File: src/hw/rtl/lfmt_pkg.sv
`timescale 1ns / 1ps

package lfmt_pkg;

  localparam int TABLE_DEPTH = 16;
  localparam int COUNT_W     = 16;
  localparam int POS_W       = 32;
  localparam int DIST_W      = 18;
  localparam int USED_W      = 5;
  localparam int ENTRY_W     = 4;
  localparam int IDX_W       = (TABLE_DEPTH > 1) ? $clog2(TABLE_DEPTH) : 1;
  localparam int CMP_W       = ((IDX_W > USED_W) ? IDX_W : USED_W) + 1;
  localparam int CFG_IDX_W   = 3;
  localparam int CFG_DATA_W  = 18;

  typedef logic [COUNT_W-1:0] count_t;
  typedef logic [POS_W-1:0]   pos_t;
  typedef logic [DIST_W-1:0]  dist_t;
  typedef logic [USED_W-1:0]  used_t;
  typedef logic [IDX_W-1:0]   idx_t;
  typedef logic [CMP_W-1:0]   cmp_t;
  typedef logic [ENTRY_W-1:0] entry_t;

  localparam logic [1:0] OP_RECORD = 2'd0;
  localparam logic [1:0] OP_START  = 2'd1;
  localparam logic [1:0] OP_READ   = 2'd2;

  localparam logic [CFG_IDX_W-1:0] CFG_QUERY_A   = 3'd0;
  localparam logic [CFG_IDX_W-1:0] CFG_QUERY_C   = 3'd1;
  localparam logic [CFG_IDX_W-1:0] CFG_QUERY_G   = 3'd2;
  localparam logic [CFG_IDX_W-1:0] CFG_QUERY_T   = 3'd3;
  localparam logic [CFG_IDX_W-1:0] CFG_MAX_DIST  = 3'd4;
  localparam logic [CFG_IDX_W-1:0] CFG_ENTRIES   = 3'd5;

  localparam dist_t DEFAULT_MAX_DIST = 18'd50000;
  localparam used_t DEFAULT_ENTRIES  = 5'd10;

  typedef struct packed {
    logic [1:0] opcode;
    pos_t       position;
    count_t     count_a;
    count_t     count_c;
    count_t     count_g;
    count_t     count_t;
  } rec_t;

  typedef struct packed {
    entry_t entry_index;
    pos_t   match_position;
    dist_t  match_distance;
    logic   valid_res;
    logic   last;
  } res_t;

  typedef enum logic [1:0] {
    TOK_FILL,
    TOK_REPL,
    TOK_READ
  } tok_kind_t;

  typedef struct packed {
    tok_kind_t kind;
    logic      done;
    idx_t      target;
    used_t     limit;
    dist_t     distance;
    pos_t      pos;
  } token_t;

endpackage

File: src/hw/rtl/lfmt_dist.sv
`timescale 1ns / 1ps

module lfmt_dist (
  input  logic            clk,
  input  logic            load,
  input  lfmt_pkg::rec_t  rec,
  input  lfmt_pkg::count_t query_a,
  input  lfmt_pkg::count_t query_c,
  input  lfmt_pkg::count_t query_g,
  input  lfmt_pkg::count_t query_t,
  output lfmt_pkg::dist_t distance
);

  lfmt_pkg::count_t gap_a;
  lfmt_pkg::count_t gap_c;
  lfmt_pkg::count_t gap_g;
  lfmt_pkg::count_t gap_t;

  always_ff @(posedge clk) begin
    if (load) begin
      gap_a <= (rec.count_a >= query_a) ? rec.count_a - query_a : query_a - rec.count_a;
      gap_c <= (rec.count_c >= query_c) ? rec.count_c - query_c : query_c - rec.count_c;
      gap_g <= (rec.count_g >= query_g) ? rec.count_g - query_g : query_g - rec.count_g;
      gap_t <= (rec.count_t >= query_t) ? rec.count_t - query_t : query_t - rec.count_t;
    end
    distance <= lfmt_pkg::dist_t'(gap_a) + lfmt_pkg::dist_t'(gap_c)
              + lfmt_pkg::dist_t'(gap_g) + lfmt_pkg::dist_t'(gap_t);
  end

endmodule

File: src/hw/rtl/lfmt_cell.sv
`timescale 1ns / 1ps

module lfmt_cell (
  input  logic              clk,
  input  logic              rst,
  input  logic              adv,
  input  lfmt_pkg::idx_t    cell_index,
  input  lfmt_pkg::token_t  tok_in,
  input  logic              tok_in_valid,
  output lfmt_pkg::token_t  tok_out,
  output logic              tok_out_valid,
  output logic              emit,
  output lfmt_pkg::res_t    res
);

  lfmt_pkg::token_t tok_q;
  logic             tok_valid;
  lfmt_pkg::pos_t   slot_position;
  lfmt_pkg::dist_t  slot_distance;
  logic             in_use;
  logic             hit;
  logic             is_first;

  always_comb begin
    in_use   = lfmt_pkg::cmp_t'(cell_index) < lfmt_pkg::cmp_t'(tok_q.limit);
    is_first = (cell_index == '0);
    hit = tok_valid && !tok_q.done &&
          (((tok_q.kind == lfmt_pkg::TOK_FILL) && (tok_q.target == cell_index)) ||
           ((tok_q.kind == lfmt_pkg::TOK_REPL) && in_use &&
            (tok_q.distance <= slot_distance)));
    emit = tok_valid && (tok_q.kind == lfmt_pkg::TOK_READ) &&
           (in_use || (is_first && (tok_q.limit == '0)));

    tok_out       = tok_q;
    tok_out.done  = tok_q.done | hit;
    tok_out_valid = tok_valid;

    res = '0;
    if (emit) begin
      res.entry_index    = lfmt_pkg::entry_t'(cell_index);
      res.match_position = in_use ? slot_position : '0;
      res.match_distance = in_use ? slot_distance : '0;
      res.valid_res      = in_use;
      res.last           = in_use ? ((lfmt_pkg::cmp_t'(cell_index) + lfmt_pkg::cmp_t'(1))
                                     == lfmt_pkg::cmp_t'(tok_q.limit)) : 1'b1;
    end
  end

  always_ff @(posedge clk) begin
    if (rst) begin
      tok_valid <= 1'b0;
    end else if (adv) begin
      tok_valid <= tok_in_valid;
    end
    if (adv) begin
      tok_q <= tok_in;
    end
    if (adv && hit) begin
      slot_position <= tok_q.pos;
      slot_distance <= tok_q.distance;
    end
  end

endmodule

File: src/hw/rtl/l1_fingerprint_match_table.sv
`timescale 1ns / 1ps
// L1 fingerprint match table.
// Records, start commands and read-out commands arrive as transactions on the
// rec channel; results leave on the res channel; registers are written on the
// cfg channel, which is always ready. The table is a row of TABLE_DEPTH cells.
// A command travels along the row one cell per cycle unless the result output
// stalls, so the row holds one command at a time and rec_ready is high only
// while the row is empty. A record keeps the block busy while it is taken,
// passes the distance pipeline, is launched and crosses the row. The first
// result of a read-out is registered once the command has passed the launch
// register and the first cell; further results follow one per cycle while
// the receiver keeps up. A start command or an unused opcode produces nothing
// and leaves the block ready. When the receiver stalls, the result stays in
// the output register, and the row holds still while a cell waits to emit.
// Reset clears the fill count, the control state and the registers to their
// defaults; table contents are not cleared and are only ever reported after
// being written since the last start.
module l1_fingerprint_match_table (
  input  logic                               clk,
  input  logic                               rst,
  input  logic                               rec_valid,
  output logic                               rec_ready,
  input  lfmt_pkg::rec_t                     rec_data,
  output logic                               res_valid,
  input  logic                               res_ready,
  output lfmt_pkg::res_t                     res_data,
  input  logic                               cfg_valid,
  output logic                               cfg_ready,
  input  logic [lfmt_pkg::CFG_IDX_W-1:0]     cfg_index,
  input  logic [lfmt_pkg::CFG_DATA_W-1:0]    cfg_data
);

  typedef enum logic [1:0] {
    ST_IDLE,
    ST_DIST,
    ST_LAUNCH,
    ST_RUN
  } state_t;

  state_t state;

  lfmt_pkg::count_t query_a;
  lfmt_pkg::count_t query_c;
  lfmt_pkg::count_t query_g;
  lfmt_pkg::count_t query_t;
  lfmt_pkg::dist_t  max_distance;
  lfmt_pkg::used_t  entries_in_use;

  lfmt_pkg::used_t  filled_count;
  lfmt_pkg::used_t  used;
  lfmt_pkg::used_t  read_count;
  lfmt_pkg::pos_t   pos_q;
  lfmt_pkg::dist_t  rec_distance;

  lfmt_pkg::token_t launch_tok;
  logic             launch_valid;

  lfmt_pkg::token_t tok_chain [lfmt_pkg::TABLE_DEPTH+1];
  logic             tok_chain_valid [lfmt_pkg::TABLE_DEPTH+1];
  logic             cell_emit [lfmt_pkg::TABLE_DEPTH];
  lfmt_pkg::res_t   cell_res [lfmt_pkg::TABLE_DEPTH];

  logic             any_emit;
  lfmt_pkg::res_t   emit_res;
  logic             adv;
  logic             rec_accept;

  assign cfg_ready  = 1'b1;
  assign rec_ready  = (state == ST_IDLE);
  assign rec_accept = rec_valid && rec_ready;

  always_ff @(posedge clk) begin
    if (rst) begin
      query_a        <= '0;
      query_c        <= '0;
      query_g        <= '0;
      query_t        <= '0;
      max_distance   <= lfmt_pkg::DEFAULT_MAX_DIST;
      entries_in_use <= lfmt_pkg::DEFAULT_ENTRIES;
    end else if (cfg_valid) begin
      unique case (cfg_index)
        lfmt_pkg::CFG_QUERY_A:  query_a        <= lfmt_pkg::count_t'(cfg_data);
        lfmt_pkg::CFG_QUERY_C:  query_c        <= lfmt_pkg::count_t'(cfg_data);
        lfmt_pkg::CFG_QUERY_G:  query_g        <= lfmt_pkg::count_t'(cfg_data);
        lfmt_pkg::CFG_QUERY_T:  query_t        <= lfmt_pkg::count_t'(cfg_data);
        lfmt_pkg::CFG_MAX_DIST: max_distance   <= lfmt_pkg::dist_t'(cfg_data);
        lfmt_pkg::CFG_ENTRIES:  entries_in_use <= lfmt_pkg::used_t'(cfg_data);
        default: ;
      endcase
    end
  end

  always_comb begin
    used = (int'(entries_in_use) > lfmt_pkg::TABLE_DEPTH) ?
           lfmt_pkg::used_t'(lfmt_pkg::TABLE_DEPTH) : entries_in_use;
    read_count = (filled_count < used) ? filled_count : used;
  end

  lfmt_dist u_dist (
    .clk      (clk),
    .load     (rec_accept),
    .rec      (rec_data),
    .query_a  (query_a),
    .query_c  (query_c),
    .query_g  (query_g),
    .query_t  (query_t),
    .distance (rec_distance)
  );

  assign tok_chain[0]       = launch_tok;
  assign tok_chain_valid[0] = launch_valid;

  for (genvar i = 0; i < lfmt_pkg::TABLE_DEPTH; i++) begin : g_cell
    lfmt_cell u_cell (
      .clk           (clk),
      .rst           (rst),
      .adv           (adv),
      .cell_index    (lfmt_pkg::idx_t'(i)),
      .tok_in        (tok_chain[i]),
      .tok_in_valid  (tok_chain_valid[i]),
      .tok_out       (tok_chain[i+1]),
      .tok_out_valid (tok_chain_valid[i+1]),
      .emit          (cell_emit[i]),
      .res           (cell_res[i])
    );
  end

  always_comb begin
    any_emit = 1'b0;
    emit_res = '0;
    for (int i = 0; i < lfmt_pkg::TABLE_DEPTH; i++) begin
      any_emit = any_emit | cell_emit[i];
      emit_res = emit_res | cell_res[i];
    end
    adv = !any_emit || !res_valid || res_ready;
  end

  always_ff @(posedge clk) begin
    if (rst) begin
      state        <= ST_IDLE;
      launch_valid <= 1'b0;
      filled_count <= '0;
      res_valid    <= 1'b0;
    end else begin
      unique case (state)
        ST_IDLE: begin
          if (rec_valid) begin
            pos_q <= rec_data.position;
            unique case (rec_data.opcode)
              lfmt_pkg::OP_RECORD: state <= ST_DIST;
              lfmt_pkg::OP_START:  filled_count <= '0;
              lfmt_pkg::OP_READ: begin
                launch_tok.kind     <= lfmt_pkg::TOK_READ;
                launch_tok.done     <= 1'b0;
                launch_tok.target   <= '0;
                launch_tok.limit    <= read_count;
                launch_tok.distance <= '0;
                launch_tok.pos      <= '0;
                launch_valid        <= 1'b1;
                state               <= ST_RUN;
              end
              default: ;
            endcase
          end
        end
        ST_DIST: state <= ST_LAUNCH;
        ST_LAUNCH: begin
          launch_tok.limit    <= used;
          launch_tok.distance <= rec_distance;
          launch_tok.pos      <= pos_q;
          if (filled_count < used) begin
            launch_tok.kind   <= lfmt_pkg::TOK_FILL;
            launch_tok.done   <= 1'b0;
            launch_tok.target <= lfmt_pkg::idx_t'(filled_count);
            filled_count      <= filled_count + lfmt_pkg::used_t'(1);
          end else begin
            launch_tok.kind   <= lfmt_pkg::TOK_REPL;
            launch_tok.done   <= !(rec_distance <= max_distance);
            launch_tok.target <= '0;
          end
          launch_valid <= 1'b1;
          state        <= ST_RUN;
        end
        ST_RUN: begin
          if (adv) begin
            launch_valid <= 1'b0;
            if (tok_chain_valid[lfmt_pkg::TABLE_DEPTH]) begin
              state <= ST_IDLE;
            end
          end
        end
        default: state <= ST_IDLE;
      endcase

      if (adv && any_emit) begin
        res_valid <= 1'b1;
        res_data  <= emit_res;
      end else if (res_ready) begin
        res_valid <= 1'b0;
      end
    end
  end

endmodule

File: config.mk
export PLATFORM = sky130hd
export DESIGN_NAME = l1_fingerprint_match_table
export DESIGN_NICKNAME = d
export VERILOG_FILES = /design/src/hw/rtl/lfmt_pkg.sv /design/src/hw/rtl/lfmt_dist.sv /design/src/hw/rtl/lfmt_cell.sv /design/src/hw/rtl/l1_fingerprint_match_table.sv
export SDC_FILE = /design/constraint.sdc
export NUM_CORES = 2
export LEC_CHECK = 0
export BUFFER_PORTS_ARGS = -buffer_cell sky130_fd_sc_hd__clkbuf_2
export CAP_MARGIN = 20
export CELL_PAD_IN_SITES_DETAIL_PLACEMENT = 2
export CELL_PAD_IN_SITES_GLOBAL_PLACEMENT = 2
export CORE_MARGIN = 10
export CORE_UTILIZATION = 44
export CTS_BUF_LIST = sky130_fd_sc_hd__clkbuf_4 sky130_fd_sc_hd__clkbuf_8 sky130_fd_sc_hd__clkbuf_16
export CTS_CLUSTER_SIZE = 14
export DETAILED_ROUTE_END_ITERATION = 16
export GPL_ROUTABILITY_DRIVEN = 0
export PLACE_DENSITY_LB_ADDON = 0.3
export SLEW_MARGIN = 40
export SYNTH_ARGS = -nofsm -noshare
export SYNTH_HDL_FRONTEND = slang
export SYNTH_SLANG_ARGS = --single-unit
File: constraint.sdc
create_clock -name clk -period 22.1 [get_ports clk]
set_input_delay 1.105 -clock clk [delete_from_list [all_inputs] [get_ports clk]]
set_output_delay 1.105 -clock clk [all_outputs]
set_load 0.02 [all_outputs]
==> impl_metrics.ini <==
[sta]
slew_headroom_pct = 31.8
setup_slack_ps = 14950
fmax_ghz = 0.140
fin_crit_ps = 7150
final_max_slew_viol_count = 0
rsz0062_at_grt = no
period_share_pct = 32.3
tns_ps = 0
hold_violations = 0
finalClockSkew_ps = 71.2
finalSetupViolCount = 0
worst_slew_pin_slew_ps = 1020

[finish]
layout.nets = 6546
final_cell_area_um2 = 98200
drive_gt1_share_pct = 12.1
syn2layout_area_growth_pct = 14.0
final_util_pct = 50.4

[floorplanning]
rows = 162
die_height_um = 462
core_um2 = 195000
io_pins = 183
start_util_pct = 44.2
dieArea_um2 = 214000
die_w_um = 462

[pwr]
total_power_mw = 10.7
p_comb_share_pct = 14.0
swShare_pct = 29.9
p_int_mw = 7.49
p_leak_nw = 37.3
p_seq_share_pct = 49.4
power_switching_mw = 3.19
p_clk_share_pct = 36.6
vdd_drop_max_mv = 0.0996
p_per_area_nw_per_um2 = 109

[critical_path]
path_max_fanout = 145
required_ps = 22650
rr_worst_depth = 13
cp-end-kind = flip-flop
critical_path_arrival_ps = 7700
startpoint_type = flip-flop
path_class = reg -> reg

[global_routing]
globalRouteOverflowTotal = 0
antenna_found_initial = 66
grt_usage_pct = 37.1
grt_pass1_vias = 62500
grt_max_degree = 146
grt_pass1_wl_mm = 549

[drt]
viasPerCell = 6.75
drtPass1Iterations = 9
drc_errors = 0
dr.first_iter.drc_count = 9203
num_vias = 59200
wl_per_cell_um = 46.1
drt_wl_total_mm = 404
ant_nets = 0

[clocking]
cts_hold_buffers = 0
cts_tree = done
htreeDepth = 4
cts.sinks = 2136
cts_setup_buffers = 0
cts_resized = 0
worst_skew_pair.late_latency_ps = 960
cts_buffer_depth = 3
cts_made_buffers = 221
cts_root_buf = clkbuf_16
clk_pin_slew_ps = 70

[logic_synthesis]
yosys-top-cells-count = edfxtp_1 (2,006), inv_1 (558), ha_1 (471)
syn_area_um2 = 86100
synth_seq_area_share_pct = 73.0
yosysTopAreaCell = edfxtp_1
synth.top_cell.area_share_pct = 70.0
synthTopCellsByArea = edfxtp_1 (70%), ha_1 (6.8%), dfxtp_1 (3.0%)
synthArstFlopShare_pct = 0
syn_inst = 5594
synth_cell_types = 85
syn_avg_cell_area_um2 = 15.4
synth_edf_count = 2006
yosysMostFrequentCell = edfxtp_1
synth_flop_cell = edfxtp_1
synthesis.nets = 6215
yosys_register_bits = 2136
yosys_warnings = 0

[hold_path]
hold_depth = 1
hold_path_class = in -> reg

[placement]
placed_cell_area_um2 = 90600
dp_hpwl_mm = 259
io_buffers = 181
post-place-ws_ps = 15090

[run]
cap_violations = 0

[run_status]
status = finished, final reports clean
[sequential cells by signal (all words and copies together), names as in the netlist, 18 cells and up]
signal and count:
res_data 56, g_cell.u_cell.slot_position 512, g_cell.u_cell.tok_out 976, max_distance 18
u_dist.distance 18, g_cell.u_cell.slot_distance 288, pos_q 32, launch_tok 62
[stage by stage]
stage                     hold WS, ps  cells
final                             360   8769
after global routing              334   8746
after CTS                         348   8729
after detailed placement          408   8317
after global placement            401   8315
after floorplan                   400   5594
[cell usage in the layout, fill, tap and decap left out, types with 60 or more instances in the layout]
cell type | netlist | layout
a22oi_1 | 101 | 101
buf_4 | 1 | 60
nand2_1 | 356 | 355
a21oi_1 | 309 | 301
nor2_1 | 96 | 92
dfxtp_1 | 130 | 130
clkbuf_2 | 0 | 180
a221oi_1 | 106 | 104
edfxtp_1 | 2006 | 2006
a222oi_1 | 100 | 100
o21ai_0 | 141 | 133
a21o_1 | 127 | 126
nand4_1 | 125 | 125
ha_1 | 471 | 470
clkbuf_4 | 0 | 71
clkbuf_16 | 0 | 221
inv_1 | 558 | 558
[final cells by class]
type / instances / area (um2)
fillers: 17800 / 96600
multi-input cells: 2732 / 20800
flip-flops and latches: 2136 / 62800
repair buffers: 275 / 1810
inverters: 559 / 2120
clock inverters: 112 / 1030
well taps: 2624 / 3280
diodes: 31 / 77.6
clock buffers: 300 / 6180
[per-layer routing]
layer  part of all wire, %  track usage [%]  routed length (um)
met1                    32             39.4              130000
met5                  0.14            0.579                 584
met2                    47             58.7              189000
met4                    11             32.1               43000
met3                    10             12.9               42400
[critical path, stage by stage, from the launching register on]
cell       delay, ps
edfxtp_1         460
nor4_1           660
nor2_4            60
buf_4            330
or4_4            530
nor4_2           460
and4_4           360
nor2_4            60
buf_4            340
clkinv_16        290
buf_4            820
buf_4            590
buf_6            670
clkbuf_8         750
[power by group through the flow]
stage / Combinational (mW) / Clock (mW) / Sequential (mW)
6_report: 1.50 / 3.91 / 5.28
5_1_grt: 1.56 / 4.06 / 5.28
3_3_place_gp: 1.12 / 0 / 5.16
3_5_place_dp: 1.33 / 0 / 5.30
4_1_cts: 1.41 / 3.91 / 5.25
2_1_floorplan: 0.796 / 0 / 5.08
[final timing paths]
path | slack (ps) | from | end
worst max register to register | 14950 | g_cell[1].u_cell.tok_out[53]$_DFFE_PP_ | g_cell[7].u_cell.tok_out[9]$_DFFE_PP_
worst max-delay path | 14950 | g_cell[1].u_cell.tok_out[53]$_DFFE_PP_ | g_cell[7].u_cell.tok_out[9]$_DFFE_PP_
worst min-delay path | 360 | rec_data[68] | pos_q[4]$_DFFE_PP_
worst min register to register | 420 | g_cell[9].u_cell.tok_out[23]$_DFFE_PP_ | g_cell[10].u_cell.tok_out[23]$_DFFE_PP_
[cell families after synthesis]
kind of cell,Yosys count,share of synthesized area [%]
DFF,2136,73.0
AOI/OAI and AO/OA,1142,9.27
and+or+nand+nor,974,5.82
buffers and inverters,726,3.20
adders and majority gates,497,7.45
xor gates and xnor gates,81,0.824
muxes,37,0.440
other,1,0.00436
Power figures use the tool's default switching activity.
